### src/hdl/bal_pkg.sv
// Shared types and constants for the bounded array list.
// Used by bal_cell and bounded_array_list_top; depends on nothing.
`default_nettype none

package bal_pkg;

  localparam int DEPTH  = 32;
  localparam int IDX_W  = $clog2(DEPTH);
  localparam int CNT_W  = $clog2(DEPTH + 1);
  localparam int DATA_W = 32;
  localparam int CAP_W  = 6;

  typedef logic signed [DATA_W-1:0] data_t;
  typedef logic [IDX_W-1:0]         idx_t;
  typedef logic [CNT_W-1:0]         cnt_t;

  typedef enum logic [2:0] {
    REQ_APPEND = 3'd0,
    REQ_UPDATE = 3'd1,
    REQ_INSERT = 3'd2,
    REQ_DELETE = 3'd3,
    REQ_CLEAR  = 3'd4,
    REQ_READ   = 3'd5
  } req_t;

  // Decoded request broadcast to every cell; each flag is already
  // qualified with the accept handshake and the range checks.
  typedef struct packed {
    logic  do_append;
    logic  do_update;
    logic  do_insert;
    logic  do_delete;
    idx_t  idx;
    idx_t  tail;   // slot an append writes
    data_t value;
  } cell_cmd_t;

endpackage

`default_nettype wire

### src/hdl/bounded_array_list_top.sv
// Top level of the bounded array list: request decode, count and capacity
// registers, the row of bal_cell slots and the result register. Uses bal_pkg.
`default_nettype none

// Ordered list of up to 32 signed 32-bit entries held in a row of register
// cells. Each request (append, update, insert, delete, clear, read) is
// applied at once: the cells shift up or down together, so a request
// can be taken every cycle and its result appears in the output register
// on the next. The input is held off only while a result waits unread.
// Capacity is written through cfg_* and must only change while idle; the
// count is cut to the new capacity. A capacity of 0 acts as 1 and one
// above 32 as 32. Entry contents need no reset.
module bounded_array_list_top (
  input  wire logic        clk,
  input  wire logic        rst_n,
  input  wire logic        in_tvalid,
  output logic             in_tready,
  // [2:0] req_type, [7:3] index, [39:8] value
  input  wire logic [39:0] in_tdata,
  output logic             out_tvalid,
  input  wire logic        out_tready,
  // [31:0] read_value, [32] applied, [38:33] entry_count,
  // [39] is_empty_flag, [40] is_full_flag, [47:41] zero
  output logic [47:0]      out_tdata,
  input  wire logic        cfg_valid,
  output logic             cfg_ready,
  input  wire logic [5:0]  cfg_data
);

  localparam int DEPTH = bal_pkg::DEPTH;

  logic                   in_fire;
  logic [2:0]             req_raw;
  bal_pkg::idx_t          req_idx;
  bal_pkg::data_t         req_val;
  logic                   hit;
  bal_pkg::cell_cmd_t     cmd;
  bal_pkg::data_t         entry   [DEPTH];
  bal_pkg::cnt_t          cap_eff;
  bal_pkg::cnt_t          cap_r;
  bal_pkg::cnt_t          cap_nxt;
  bal_pkg::cnt_t          occ_r;
  bal_pkg::cnt_t          occ_nxt;
  logic                   applied;
  bal_pkg::data_t         rd_val;
  logic                   out_valid_r;
  logic [47:0]            out_data_r;
  logic [47:0]            out_data_nxt;

  assign in_tready = !out_valid_r || out_tready;
  assign in_fire   = in_tvalid && in_tready;
  assign cfg_ready = 1'b1;

  assign req_raw = in_tdata[2:0];
  assign req_idx = in_tdata[7:3];
  assign req_val = in_tdata[39:8];
  assign hit     = bal_pkg::cnt_t'(req_idx) < occ_r;

  // clamp the written capacity into 1..DEPTH
  always_comb begin
    if (cfg_data == '0) begin
      cap_nxt = bal_pkg::cnt_t'(1);
    end else if (bal_pkg::cnt_t'(cfg_data) > bal_pkg::cnt_t'(DEPTH)) begin
      cap_nxt = bal_pkg::cnt_t'(DEPTH);
    end else begin
      cap_nxt = bal_pkg::cnt_t'(cfg_data);
    end
  end
  assign cap_eff = cap_r;

  always_comb begin
    cmd.do_append = in_fire && (req_raw == bal_pkg::REQ_APPEND) && (occ_r < cap_eff);
    cmd.do_update = in_fire && (req_raw == bal_pkg::REQ_UPDATE) && hit;
    cmd.do_insert = in_fire && (req_raw == bal_pkg::REQ_INSERT) && hit;
    cmd.do_delete = in_fire && (req_raw == bal_pkg::REQ_DELETE) && hit;
    cmd.idx       = req_idx;
    cmd.tail      = occ_r[bal_pkg::IDX_W-1:0];
    cmd.value     = req_val;
  end

  for (genvar g = 0; g < DEPTH; g++) begin : g_cell
    bal_pkg::data_t lower;
    bal_pkg::data_t upper;
    if (g == 0) begin : g_first
      assign lower = '0;
    end else begin : g_mid_lo
      assign lower = entry[g-1];
    end
    if (g == DEPTH - 1) begin : g_last
      assign upper = entry[g];
    end else begin : g_mid_hi
      assign upper = entry[g+1];
    end
    bal_cell u_cell (
      .clk        (clk),
      .pos        (bal_pkg::idx_t'(g)),
      .cmd        (cmd),
      .lower_data (lower),
      .upper_data (upper),
      .data       (entry[g])
    );
  end

  always_comb begin
    occ_nxt = occ_r;
    applied = 1'b0;
    rd_val  = '0;
    if (in_fire) begin
      unique case (req_raw)
        bal_pkg::REQ_APPEND: begin
          if (cmd.do_append) begin
            occ_nxt = occ_r + bal_pkg::cnt_t'(1);
            applied = 1'b1;
          end
        end
        bal_pkg::REQ_UPDATE: applied = hit;
        bal_pkg::REQ_INSERT: begin
          if (hit) begin
            applied = 1'b1;
            if (occ_r < cap_eff) begin
              occ_nxt = occ_r + bal_pkg::cnt_t'(1);
            end
          end
        end
        bal_pkg::REQ_DELETE: begin
          if (hit) begin
            applied = 1'b1;
            occ_nxt = occ_r - bal_pkg::cnt_t'(1);
          end
        end
        bal_pkg::REQ_CLEAR: begin
          applied = 1'b1;
          occ_nxt = '0;
        end
        bal_pkg::REQ_READ: begin
          if (hit) begin
            applied = 1'b1;
            rd_val  = entry[req_idx];
          end
        end
        default: applied = 1'b0;
      endcase
    end else if (cfg_valid && (occ_r > cap_nxt)) begin
      occ_nxt = cap_nxt;
    end
  end

  always_comb begin
    out_data_nxt        = '0;
    out_data_nxt[31:0]  = rd_val;
    out_data_nxt[32]    = applied;
    out_data_nxt[38:33] = occ_nxt;
    out_data_nxt[39]    = (occ_nxt == '0);
    out_data_nxt[40]    = (occ_nxt == cap_eff);
  end

  always_ff @(posedge clk) begin
    if (!rst_n) begin
      cap_r       <= bal_pkg::cnt_t'(DEPTH);
      occ_r       <= '0;
      out_valid_r <= 1'b0;
    end else begin
      if (cfg_valid) begin
        cap_r <= cap_nxt;
      end
      occ_r <= occ_nxt;
      if (in_fire) begin
        out_valid_r <= 1'b1;
      end else if (out_tready) begin
        out_valid_r <= 1'b0;
      end
    end
  end

  always_ff @(posedge clk) begin
    if (in_fire) begin
      out_data_r <= out_data_nxt;
    end
  end

  assign out_tvalid = out_valid_r;
  assign out_tdata  = out_data_r;

endmodule

`default_nettype wire

### src/hdl/bal_cell.sv
// One slot of the list: holds an entry and loads from the request value
// or from its lower or upper neighbor. Depends on bal_pkg.
`default_nettype none

module bal_cell (
  input  wire logic              clk,
  input  wire bal_pkg::idx_t     pos,
  input  wire bal_pkg::cell_cmd_t cmd,
  input  wire bal_pkg::data_t    lower_data,
  input  wire bal_pkg::data_t    upper_data,
  output bal_pkg::data_t         data
);

  bal_pkg::data_t data_r;
  bal_pkg::data_t data_nxt;

  always_comb begin
    data_nxt = data_r;
    if (cmd.do_append && (pos == cmd.tail)) begin
      data_nxt = cmd.value;
    end else if (cmd.do_update && (pos == cmd.idx)) begin
      data_nxt = cmd.value;
    end else if (cmd.do_insert) begin
      if (pos == cmd.idx) begin
        data_nxt = cmd.value;
      end else if (pos > cmd.idx) begin
        data_nxt = lower_data;
      end
    end else if (cmd.do_delete && (pos >= cmd.idx)) begin
      data_nxt = upper_data;
    end
  end

  always_ff @(posedge clk) begin
    data_r <= data_nxt;
  end

  assign data = data_r;

endmodule

`default_nettype wire

### config.mk
export PLATFORM = sky130hd
export DESIGN_NAME = bounded_array_list_top
export DESIGN_NICKNAME = d
export VERILOG_FILES = /design/src/hdl/bal_pkg.sv /design/src/hdl/bounded_array_list_top.sv /design/src/hdl/bal_cell.sv
export SDC_FILE = /design/constraint.sdc
export NUM_CORES = 2
export LEC_CHECK = 0
export BUFFER_PORTS_ARGS = -buffer_cell sky130_fd_sc_hd__buf_2
export CAP_MARGIN = 20
export CORE_MARGIN = 10
export CORE_UTILIZATION = 59
export CTS_CLUSTER_DIAMETER = 60
export DETAILED_ROUTE_END_ITERATION = 8
export PLACE_DENSITY = 0.78
export SLEW_MARGIN = 15
export SYNTH_ARGS = -nofsm -noshare
export SYNTH_HDL_FRONTEND = slang
export SYNTH_HIERARCHICAL = 1
export SYNTH_SLANG_ARGS = --single-unit
### constraint.sdc
create_clock -name clk -period 9.7 [get_ports clk]
set_input_delay 0 -clock clk [delete_from_list [all_inputs] [get_ports clk]]
set_output_delay 0 -clock clk [all_outputs]
set_load 0.05 [all_outputs]
Word-level counts from Yosys, hierarchy flattened
Index checks and enable logic that the tools add are counted.

word-level totals
  register bits after elaboration = 1,078
  bits in latches = 0
  bits in writable memories = 0
  ROM bits = 0
  input bits = 51
  output and inout port bits = 51
  word-level logic and storage cells = 595
  memories kept = 0

operators by class
  add/subtract/negate cells = 2
  multiply operators = 0
  div/mod/pow operators = 0
  magnitude comparators = 68
  equality and inequality tests = 99
  shift-type cells = 0
  multiplexer cells = 208
  bitwise gates (word level) = 1
  reductions and logical operators = 180

operator list
  operator              number
  $mux W32              193
  $bmux W32 S5          1
  $eq A5 B5 Y1 const A  32
  $ne A5 B1 Y1 const B  31
  $reduce_bool A4 Y1    32
  $logic_and A1 B1 Y1   105
  $eq A4 B5 Y1 const A  16
  $gt A5 B5 Y1 const A  16
  $ge A5 B5 Y1 const A  15
  $reduce_and A2 Y1     33
  $mux W6               8
  $eq A3 B5 Y1 const A  8
  $ge A4 B5 Y1 const A  8
  $gt A4 B5 Y1 const A  8
  $pmux W6 S4           1
  $eq A2 B5 Y1 const A  4
  $ge A3 B5 Y1 const A  4
  $gt A3 B5 Y1 const A  4
  $logic_not A6 Y1      2
  $eq A1 B5 Y1 const A  2
  $ge A1 B5 Y1 const A  2
  $ge A2 B5 Y1 const A  2
  $gt A1 B5 Y1 const A  2
  $gt A2 B5 Y1 const A  2
  other kinds (21)      27

Logic depth before layout (Yosys ltp)
  depth after elaboration = 10
  gate-level depth with buffers = 13
  depth with buffers taken out = 12

By module
Netlist, hierarchy kept.

by module, submodules not included
  module                             times used  cells each  area each (um2)  sequential area each (um2)
  bal_cell at g_cell[16].u_cell ...  25          207         2,053.2          960.9
  bal_cell at g_cell[0].u_cell ...   6           141         1,854.3          960.9
  bounded_array_list_top             1           735         10,896.7         1,491.4
  bal_cell at g_cell[11].u_cell      1           171         1,891.8          960.9

Worst setup path after synthesis
Ideal clock, no wire load.

  path kind = register to register
  start point = register occ_r[3]
  end point = register g_cell[0].u_cell.data_r[0], enable pin
  setup time = 0.466 ns
  arrival time = 9.356 ns
  data required time = 9.234 ns
  slack = -0.122 ns
  cell stages (with the launch flop) = 11
  path buffers = 1
  clock period less this slack = 9.822 ns
  path through = dfxtp_1 -> clkbuf_1 -> inv_1 -> ha_1 -> a211oi_1 -> o21a_1 -> nor2_1 -> nor3_1 -> and2_1 -> nor2_1 -> o21ai_0

RTL lines
  element                 line                           text
  start, declared         bounded_array_list_top.sv:42   bal_pkg::cnt_t occ_r;
  start signal, assigned  bounded_array_list_top.sv:166  occ_r <= occ_nxt;
  end signal, assigned    bal_cell.sv:35                 data_r <= data_nxt;
  end, declared           bal_cell.sv:14                 bal_pkg::data_t data_r;

==> results.cfg <==
[outcome]
outcome = finished with violations
violations = hold timing

[timing]
setup_tns_ps = 0
setup_viol = 0
hold_viol_final = 1
final-max-slew-violation-count = 0
period_share_pct = 53.95
slew_headroom_pct = 21.05
fin_ws_ps = 4467
rsz0062_at_grt = no
timing.fmax_mhz = 191.1
holdWs_ps = -20.47
worstMarginPinSlew_ps = 1184
skew_ps = 28.51
timing.final.crit_period_ps = 5233

[grt]
grt_overflow = 0
track_usage_pct = 29.40
grt_pass1_wl_um = 340400
grt_max_degree = 96
antenna_found_initial = 2
grt_pass1_vias = 59390

[critical_path]
arrival_ps = 5710
cp_slowest_stage_delay_ps = 860
crit_chain = buf_4 -> inv_1 -> ha_1 -> o211ai_1 -> o21a_1 -> nor2_1 -> nor3_4 -> buf_4 -> buf_4 -> a22oi_4 -> nand2_2 -> o221a_2
critical_path_required_ps = 10180
end_kind = register
crit_path_frequent_cell = buf_4
setup.worst_path.start_class = register
critPathKind = reg -> reg
cp_slowest_cell = a22oi_4
crit_fanout = 42

[detailed_routing]
route.detailed.drc = 0
dr_wl_met2_um = 104200
maxUsedRoutingLayer = met5
wl_um = 215800
met1_length_um = 83870
dr.pass1.iters = 9
ant_nets = 0
via_per_inst = 6.833
vias = 60580
wl_met3_um = 22730
avgRoutedWirePerCell_um = 24.34
first_iter_violations = 8067

[power]
ir_drop_v = 0.0001442
p_per_area_mw_per_mm2 = 140.0
p_leak_nw = 28.54

[layout]
regArea_mm2 = 0.03225
final_common_cell = nand2_1
fin_cells = 8866
fin_nets = 7347
layout_common_cells = nand2_1 (1657), edfxtp_1 (1065), o221a_1 (930)
final_core_util_pct = 64.40
area_delta_synth_final_pct = 8.025
drive_above_1_share_pct = 13.32
multi_input_area_mm2 = 0.04012
n_fill_cell = 9623
antenna_cells = 0

[logic_synthesis]
ys_ff_latch = 1078
ys_seq_area_share_pct = 42.85
synth_area_mm2 = 0.07524
synth_edf_count = 1065
synth_cell_type_count = 75
yosysWarnings = 6
netlist_instances = 6927
syn_area_per_cell_um2 = 10.86
synthFlopType = edfxtp_1
async_flop_share_pct = 0

[floorplan]
coreArea_mm2 = 0.1262
ioPinCount = 102
die_h_um = 377.1
fp-row-count = 130
die-area_mm2 = 0.1422
start_util_pct = 59.61
die_x_um = 377.1

[run]
cap_violations = 0

[min_path]
worstHoldPathType = in -> reg

[cts]
cts_buffers = 118
numClockSinks = 1078
post_cts_resized = 0
cts_setup_buffers = 0
clk_latency_ps = 740
path_clk_slew_ps = 60
cts_root_buf = clkbuf_16
htree_num_levels = 3
clockBufferDepth = 3
ctsHoldBuffers = 17
cts_tree = built

[placed_design]
dp.cells = 8609
place_congestion = 0.8988
dpl.hpwl_um = 157400
numPortBuffers = 93
pre_cts_slack_ps = 4533
## metrics by stage
stage,power (W),instance area [um2],hold slack (ps)
finish,0.01138,81280,-20.47
global route,0.01171,81280,10.12
CTS,0.01135,80940,21.56
detailed placement,0.006905,76980,275.3
global placement,0.006843,76980,273.4
floorplan,0.006433,76590,98.64
## critical path: cells and delay by family (launching register included)
kind / cells / cell delay, ps
buf+inv: 4 / 1390
flops: 1 / 310
fa+ha+maj: 1 / 350
simple gates: 3 / 1140
compound gates: 4 / 1700
## sequential cells by signal (all words and copies together), names as in the netlist
name / flops
g_cell.u_cell/data: 1024
out_tdata: 41
cap_eff: 6
occ_r: 6
out_tvalid: 1
## cell usage after synthesis (all sizes together), types with 26 or more instances
| cell type | instances | area share (%) |
|---|---|---|
| a21oi | 78 | 0.67 |
| a22oi | 26 | 0.72 |
| a31oi | 27 | 0.43 |
| and3 | 50 | 0.42 |
| and4 | 26 | 0.30 |
| buf | 296 | 3.2 |
| clkbuf | 272 | 1.4 |
| edfxtp | 1065 | 43 |
| ha | 177 | 2.9 |
| inv | 245 | 1.2 |
| mux2i | 38 | 0.51 |
| mux4 | 320 | 9.6 |
| nand2 | 1683 | 8.5 |
| nand2b | 140 | 1.2 |
| nand3 | 837 | 5.6 |
| nor2 | 127 | 0.63 |
| nor2b | 30 | 0.25 |
| o21ai | 81 | 0.54 |
| o221a | 992 | 15 |
| o22ai | 33 | 0.27 |
| o32ai | 28 | 0.33 |
| or2b | 54 | 0.54 |
| xnor2 | 112 | 1.3 |
| xor2 | 50 | 0.58 |
## final cells by class
cell class	instances	area share, %
repair buffers	282	2.637
flip-flops and latches	1078	39.67
clock inverters	69	0.8220
inverters	245	1.131
multi-input cells	5394	49.36
well taps	1650	2.540
clock buffers	148	3.834
## report_power, final
group | switching (W) | total (W) | internal [W] | leakage (nW)
Sequential | 0.0000825 | 0.00530 | 0.00522 | 9.76
Clock | 0.00196 | 0.00451 | 0.00254 | 1.84
Combinational | 0.000980 | 0.00157 | 0.000590 | 16.9
Total | 0.00303 | 0.0114 | 0.00835 | 28.5
## final timing paths
| kind | start | end | slack, ps | cells past startpoint |
|---|---|---|---|---|
| hold reg to reg | cap_eff[4] | cap_eff[4] | 580 | 2 |
| setup reg to reg | occ_r[2] | g_cell[3].u_cell/data[0] | 4470 | 12 |
| setup / recovery | occ_r[2] | g_cell[3].u_cell/data[0] | 4470 | 12 |
| hold / removal | in_tdata[23] | g_cell[11].u_cell/data[15] | -20 | 3 |
## metal layers
metal	up-vias	GRT usage (%)
met5	-	0
met4	2	8.355
met3	427	5.204
met2	3706	49.21
met1	29490	39.15
li1	26960	-
## logic make-up (layout without fill, tap and decap cells)
logic type	Yosys count	in the layout	share of synthesized area [%]
fa+ha+maj	177	177	2.943
mux	362	362	10.14
other cells	2	360	0.009981
xor+xnor	162	162	1.896
simple gates	3018	3018	17.99
flops	1078	1078	42.85
buf+inv	813	744	5.768
compound gates	1315	1315	18.40
(Power assumes the default switching activity.)
